<file path="src/sv/rfc_pkg.sv">
// Shared types, constants and character helpers for the reply frame checker.
package rfc_pkg;

  localparam int unsigned ByteW = 8;
  localparam int unsigned CodeW = 7;

  localparam logic [ByteW-1:0] TermReset = 8'h06;

  // Frame status codes carried on frame_status.
  typedef enum logic [1:0] {
    ST_OK  = 2'd0,
    ST_SUM = 2'd1,
    ST_ERR = 2'd2,
    ST_BAD = 2'd3
  } rfc_status_e;

  // Outcome of one frame, passed from the front to the back.
  typedef struct packed {
    rfc_status_e            status;
    logic [CodeW-1:0]       code;
    logic                   has_payload;
    logic                   bank;
  } rfc_verdict_t;

  // Back tells the front that a payload bank has been fully read.
  typedef struct packed {
    logic valid;
    logic bank;
  } rfc_release_t;

  typedef struct packed {
    logic       ok;
    logic [3:0] val;
  } rfc_hex_t;

  // Decodes one upper or lower case hex digit.
  function automatic rfc_hex_t hex_value(input logic [ByteW-1:0] c);
    rfc_hex_t r;
    r.ok  = 1'b1;
    r.val = 4'd0;
    if (c >= 8'h30 && c <= 8'h39) begin
      r.val = c[3:0];
    end else if ((c >= 8'h41 && c <= 8'h46) || (c >= 8'h61 && c <= 8'h66)) begin
      r.val = c[3:0] + 4'd9;
    end else begin
      r.ok = 1'b0;
    end
    return r;
  endfunction

  function automatic logic is_digit(input logic [ByteW-1:0] c);
    return (c >= 8'h30) && (c <= 8'h39);
  endfunction

endpackage

</file>
<file path="src/sv/rfc_front.sv">
// Frame front: collects line bytes, stores payload and judges each frame.
module rfc_front import rfc_pkg::*; #(
  parameter int unsigned MaxPayload = 16
) (
  input  logic                            clk_i,
  input  logic                            rst_ni,
  input  logic                            cfg_we_i,
  input  logic [ByteW-1:0]                terminator_char_i,
  input  logic                            in_valid_i,
  output logic                            in_stall_o,
  input  logic [ByteW-1:0]                line_byte_i,
  output logic                            ram_we_o,
  output logic [$clog2(MaxPayload):0]     ram_waddr_o,
  output logic [ByteW-1:0]                ram_wdata_o,
  output logic                            push_o,
  output rfc_verdict_t                    verdict_o,
  output logic [$clog2(MaxPayload+1)-1:0] len_o,
  input  logic                            fifo_full_i,
  input  rfc_release_t                    release_i
);

  localparam int unsigned PosCap = MaxPayload + 7;
  localparam int unsigned PosW   = $clog2(PosCap + 1);
  localparam int unsigned SlotW  = $clog2(MaxPayload);
  localparam int unsigned LenW   = $clog2(MaxPayload + 1);

  logic [ByteW-1:0] term_q;
  logic [PosW-1:0]  pos_q, pos_d;
  logic [ByteW-1:0] sum_q, sum_d;
  logic [ByteW-1:0] t0_q, t0_d, t1_q, t1_d;
  logic             ovf_q, ovf_d;
  logic             bank_q, bank_d;
  logic [1:0]       busy_q, busy_d;

  logic             accept;
  logic             is_term;
  logic [PosW-1:0]  slot;
  rfc_hex_t         hex_hi, hex_lo;
  logic [CodeW-1:0] d1, d2, code;

  // A bank still being read by the back holds off all new bytes.
  assign in_stall_o = busy_q[bank_q] || fifo_full_i;
  assign accept     = in_valid_i && !in_stall_o;
  assign is_term    = (line_byte_i == term_q);
  assign slot       = pos_q - PosW'(6);

  // Terminator register.
  always_ff @(posedge clk_i or negedge rst_ni) begin
    if (!rst_ni) begin
      term_q <= TermReset;
    end else if (cfg_we_i) begin
      term_q <= terminator_char_i;
    end
  end

  // Error reply code from the two trailing decimal digits, or from the first alone if the second is no digit.
  always_comb begin
    d1 = {3'b000, t0_q[3:0]};
    d2 = {3'b000, t1_q[3:0]};
    code = '0;
    if (is_digit(t0_q)) begin
      if (is_digit(t1_q)) begin
        code = (d1 << 3) + (d1 << 1) + d2;
      end else begin
        code = d1;
      end
    end
  end

  assign hex_hi = hex_value(t0_q);
  assign hex_lo = hex_value(t1_q);

  // Frame verdict, valid on the terminator request.
  always_comb begin
    verdict_o.status      = ST_OK;
    verdict_o.code        = '0;
    verdict_o.has_payload = 1'b0;
    verdict_o.bank        = bank_q;
    len_o                 = '0;
    if (pos_q < PosW'(6) || ovf_q) begin
      verdict_o.status = ST_BAD;
    end else if (pos_q == PosW'(7)) begin
      verdict_o.status = ST_ERR;
      verdict_o.code   = code;
    end else if (!hex_hi.ok || !hex_lo.ok || ({hex_hi.val, hex_lo.val} != sum_q)) begin
      verdict_o.status = ST_SUM;
    end else begin
      verdict_o.has_payload = (pos_q != PosW'(6));
      len_o                 = LenW'(slot);
    end
  end

  assign push_o = accept && is_term;

  // Frame collection: the byte two places back joins the sum and the store.
  always_comb begin
    pos_d       = pos_q;
    sum_d       = sum_q;
    t0_d        = t0_q;
    t1_d        = t1_q;
    ovf_d       = ovf_q;
    bank_d      = bank_q;
    ram_we_o    = 1'b0;
    ram_waddr_o = {bank_q, slot[SlotW-1:0]};
    ram_wdata_o = t0_q;
    if (accept) begin
      if (is_term) begin
        pos_d  = '0;
        sum_d  = '0;
        t0_d   = '0;
        t1_d   = '0;
        ovf_d  = 1'b0;
        bank_d = ~bank_q;
      end else begin
        if (pos_q >= PosW'(3)) begin
          sum_d = sum_q + t0_q;
          if (pos_q >= PosW'(6)) begin
            if (slot < PosW'(MaxPayload)) begin
              ram_we_o = 1'b1;
            end else begin
              ovf_d = 1'b1;
            end
          end
        end
        t0_d = t1_q;
        t1_d = line_byte_i;
        if (pos_q != PosW'(PosCap)) begin
          pos_d = pos_q + PosW'(1);
        end
      end
    end
  end

  // Bank busy flags: set by a payload frame, cleared when the back is done.
  always_comb begin
    busy_d = busy_q;
    if (release_i.valid) begin
      busy_d[release_i.bank] = 1'b0;
    end
    if (push_o && verdict_o.has_payload) begin
      busy_d[bank_q] = 1'b1;
    end
  end

  always_ff @(posedge clk_i or negedge rst_ni) begin
    if (!rst_ni) begin
      pos_q  <= '0;
      sum_q  <= '0;
      t0_q   <= '0;
      t1_q   <= '0;
      ovf_q  <= 1'b0;
      bank_q <= 1'b0;
      busy_q <= '0;
    end else begin
      pos_q  <= pos_d;
      sum_q  <= sum_d;
      t0_q   <= t0_d;
      t1_q   <= t1_d;
      ovf_q  <= ovf_d;
      bank_q <= bank_d;
      busy_q <= busy_d;
    end
  end

endmodule

</file>
<file path="config.mk">
export PLATFORM = sky130hd
export DESIGN_NAME = rfc_front
export DESIGN_NICKNAME = d
export VERILOG_FILES = /design/src/sv/rfc_pkg.sv /design/src/sv/rfc_front.sv
export SDC_FILE = /design/constraint.sdc
export NUM_CORES = 1
export LEC_CHECK = 0
export ABC_AREA = 0
export BUFFER_PORTS_ARGS = -buffer_cell sky130_fd_sc_hd__buf_4
export CORE_MARGIN = 2
export CORE_UTILIZATION = 55
export CTS_BUF_LIST = sky130_fd_sc_hd__clkbuf_8
export DETAILED_ROUTE_END_ITERATION = 10
export PLACE_DENSITY = 0.77
export SLEW_MARGIN = 30
export SYNTH_ARGS = -nofsm -noshare
export SYNTH_HDL_FRONTEND = slang
export SYNTH_SLANG_ARGS = --single-unit
</file>
<file path="constraint.sdc">
create_clock -name clk_i -period 3.4 [get_ports clk_i]
set_input_delay 0.68 -clock clk_i [delete_from_list [all_inputs] [get_ports clk_i]]
set_output_delay 0.68 -clock clk_i [all_outputs]
set_load 0.1 [all_outputs]
</file>
==> metrics <==
Die Height=78.1 um; TNS Setup=-1.11 ns; CTS max path bufs=2; pwr dens=670 nW/um^2; violated checks=setup timing; run status=finished with violations; met3 Use GR=4.25%; H-tree levels=2; Comb pwr share=57.6%; share of cells above drive strength 1=36.3%; GR peak layer=met2; FFs w/ async S/R, synth=100%; synthesis-to-layout area growth=34.2%; dpl hpwl=5750 um; antenna fix cells=0; Post-synth EDFFs=0; post-synthesis register bit count=41; reg2reg path depth=11; sequential share of power=29.3%; Slew @ Worst Pin=0.540 ns; Core ar.=5200 sq um; Synthesized Nets=389; MaxCap Viol Count=0; Max IR drop VDD=764 uV; Place WS=0.0252 ns; via-per-instance ratio=5.83; Sw Ratio=51.3%; GRT Overall Usage=27.4%; Clk pwr share=13.2%; Yosys warnings=0; syn_area_per_cell=8.89 sq um; Syn Inst Count=340; clock skew=0.00583 ns; compound-cell area share of the yosys netlist=20.9%; Root Buffer=clkbuf_8; placed cell areas=3760 sq um; Finished Cell Area=4050 sq um; FP Rows=26; ANT nets after route=0; drt first pass iters=4; mux contribution to synthesized area=3.64%; Adder-Cell Fraction of Synth Area=11.5%; post-route setup slack=-0.199 ns; M1 GR Usage=36.4%; wire length per cell=16.1 um; GR Overflow Total=0; count of different cell masters after synthesis=57; cts hold-fix bufs=0; Required @ worst endpoint=2.72 ns; Rel. slew slack=63.9%; Synth Flop Type=dfrtp_1; worst-skew pair later-pin latency=0.30 ns; crit share post-route=106%; CTS tree=built; max-slew violations=0; Chip Width=78.1 um; largest family of logic cells by synthesized area=compound AO/OA/AOI/OAI gates; Post-Synth Simple-Gate Area=19.3%; Ports=55; CP startpoint kind=flip-flop; DRC Markers=0; Hold Vio Cnt, Final=0; final setup violation count=7; first-pass GRT wire length=13400 um; Port-buffer cells=54; Initial Util=58.1%; clock slew at reported path FFs=0.09 ns; Setup CP Type=reg2out; GR Util met2=47.1%; Hold Slack=0.344 ns; Post-Synthesis Cell Area=3020 sq um; post-synthesis xor/xnor area fraction=5.80%; crit path time final=3.60 ns; Post-Route WL=7830 um; Seq/Total Area, Yosys=34.0%; Critical Path Sink Type=primary output; FMAX=278 MHz; Worst Path Arrival=2.92 ns; Hold Path Class=in2async; initial antenna violation count=0; routability cong.=0.914; Leak Pwr=1.82 nW; largest net degree at the start of global routing=42; initial DRC count=187; vias in the first global route=2741; die area=6100 sq um; Nets=464; CTS buffer count=5; Switch Pwr=0.00140 W; via count=2833; Max FO, Critical Path=3; RSZ-0062 raised after global routing=yes; Power Internal=0.00132 W; Sink Count=41
==> routing by layer <==
layer | routed length, um | vias up | share of wire, %
met4 | 83 | 0 | 1.1
met2 | 4010 | 93 | 51
li1 | - | 1367 | -
met5 | 0 | - | 0
met1 | 3380 | 1363 | 43
met3 | 357 | 10 | 4.6
==> synth_stat cells (5+ instances only) <==
master    number  area [sq um]
a22o_1         5          43.8
clkbuf_1      10          37.5
xor2_1         5          43.8
nor2_1        26          97.6
nand2_1       38           143
dfrtp_1       39           976
mux2_2         8          90.1
a21o_1         6          45.0
ha_1          23           288
nor3_1         7          35.0
o21ai_0        8          40.0
o22ai_1        8          50.1
nand3_1        8          40.0
inv_1         21          78.8
o21ai_1       15          75.1
a21oi_1       18          90.1
xnor2_1       15           131
==> flip-flops by register name, indices dropped and copies added, names as in the netlist <==
| register | flops |
|---|---|
| bank_q | 1 |
| busy_q | 2 |
| ovf_q | 1 |
| pos_q | 5 |
| ram_wdata_o | 8 |
| sum_q | 8 |
| t1_q | 8 |
| term_q | 8 |
==> stage by stage <==
stage | util (%) | cells | total power (W)
global route | 77.9 | 486 | 0.00289
global placement | 72.3 | 472 | 0.00227
finish | 77.9 | 486 | 0.00272
floorplan | - | 340 | 0.00195
CTS | 76.9 | 482 | 0.00268
detailed placement | 72.3 | 472 | 0.00231
==> placed cells by master, fill, tap and decap left out, types with 8 or more instances in the layout <==
master	Yosys	final
xnor2_1	15	15
inv_1	21	17
o22ai_1	8	8
buf_4	3	72
o21ai_0	8	8
dfrtp_1	39	31
nor2_4	0	8
nor2_1	26	16
buf_12	0	9
o21ai_1	15	15
nand3_1	8	8
mux2_2	8	8
nand2_1	38	38
ha_1	23	19
a21oi_1	18	15
==> kinds of logic (layout without fill, tap and decap cells) <==
family | Yosys count | in the layout
mux | 10 | 10
fa+ha+maj | 26 | 26
flops | 41 | 41
xor+xnor | 20 | 20
simple gates | 113 | 113
compound gates | 94 | 94
buf+inv | 36 | 112
==> power by group through the flow <==
stage	clock, W	combinational (W)	sequential [W]
finish	0.000357	0.00156	0.000796
detailed placement	0	0.00151	0.000798
CTS	0.000363	0.00153	0.000790
global route	0.000389	0.00168	0.000815
global placement	0	0.00148	0.000791
floorplan	0	0.00111	0.000845
==> layout make-up <==
type                       instances  area, sq um
clock buffer                       5         68.8
clock inverter                     3         28.8
fill                             363         1150
inverter                          22         87.6
multi-input combinational        263         2010
sequential                        41         1040
tap                               70         87.6
timing repair buffer              82          732
==> path summary, 6_finish.rpt <==
path / end / startpoint / slack, ns
worst max-delay path: verdict_o[9] / t1_q[0]$_DFFE_PN0P_ / -0.20
worst min-delay path: term_q[0]$_DFFE_PN0P_ / rst_ni / 0.34
worst max register to register: busy_q[0]$_DFF_PN0_ / t1_q[0]$_DFFE_PN0P_ / 0.52
worst min register to register: busy_q[1]$_DFF_PN0_ / busy_q[1]$_DFF_PN0_ / 0.50
max in group asynchronous: ram_wdata_o[0]$_DFFE_PN0P_ / rst_ni / 2.65
min in group clk_i: busy_q[1]$_DFF_PN0_ / busy_q[1]$_DFF_PN0_ / 0.50
==> critical path: stages (launching register included) <==
cell,delay (ns)
dfrtp_1,0.42
inv_2,0.09
ha_4,0.13
or3b_4,0.37
and3_4,0.19
or3_4,0.36
a22oi_2,0.15
and4bb_2,0.29
a31oi_1,0.09
or3_4,0.35
buf_12,0.17
==> repair_timing <==
item / 4_1_cts / 5_1_grt
endpoints found under the hold margin: 0 / 0
buffers inserted: 2 / 4
endpoints found under the setup margin: 9 / 10
gates resized for setup: 33 / 7
pin swaps: 5 / 4
Power figures use the tool's default switching activity.
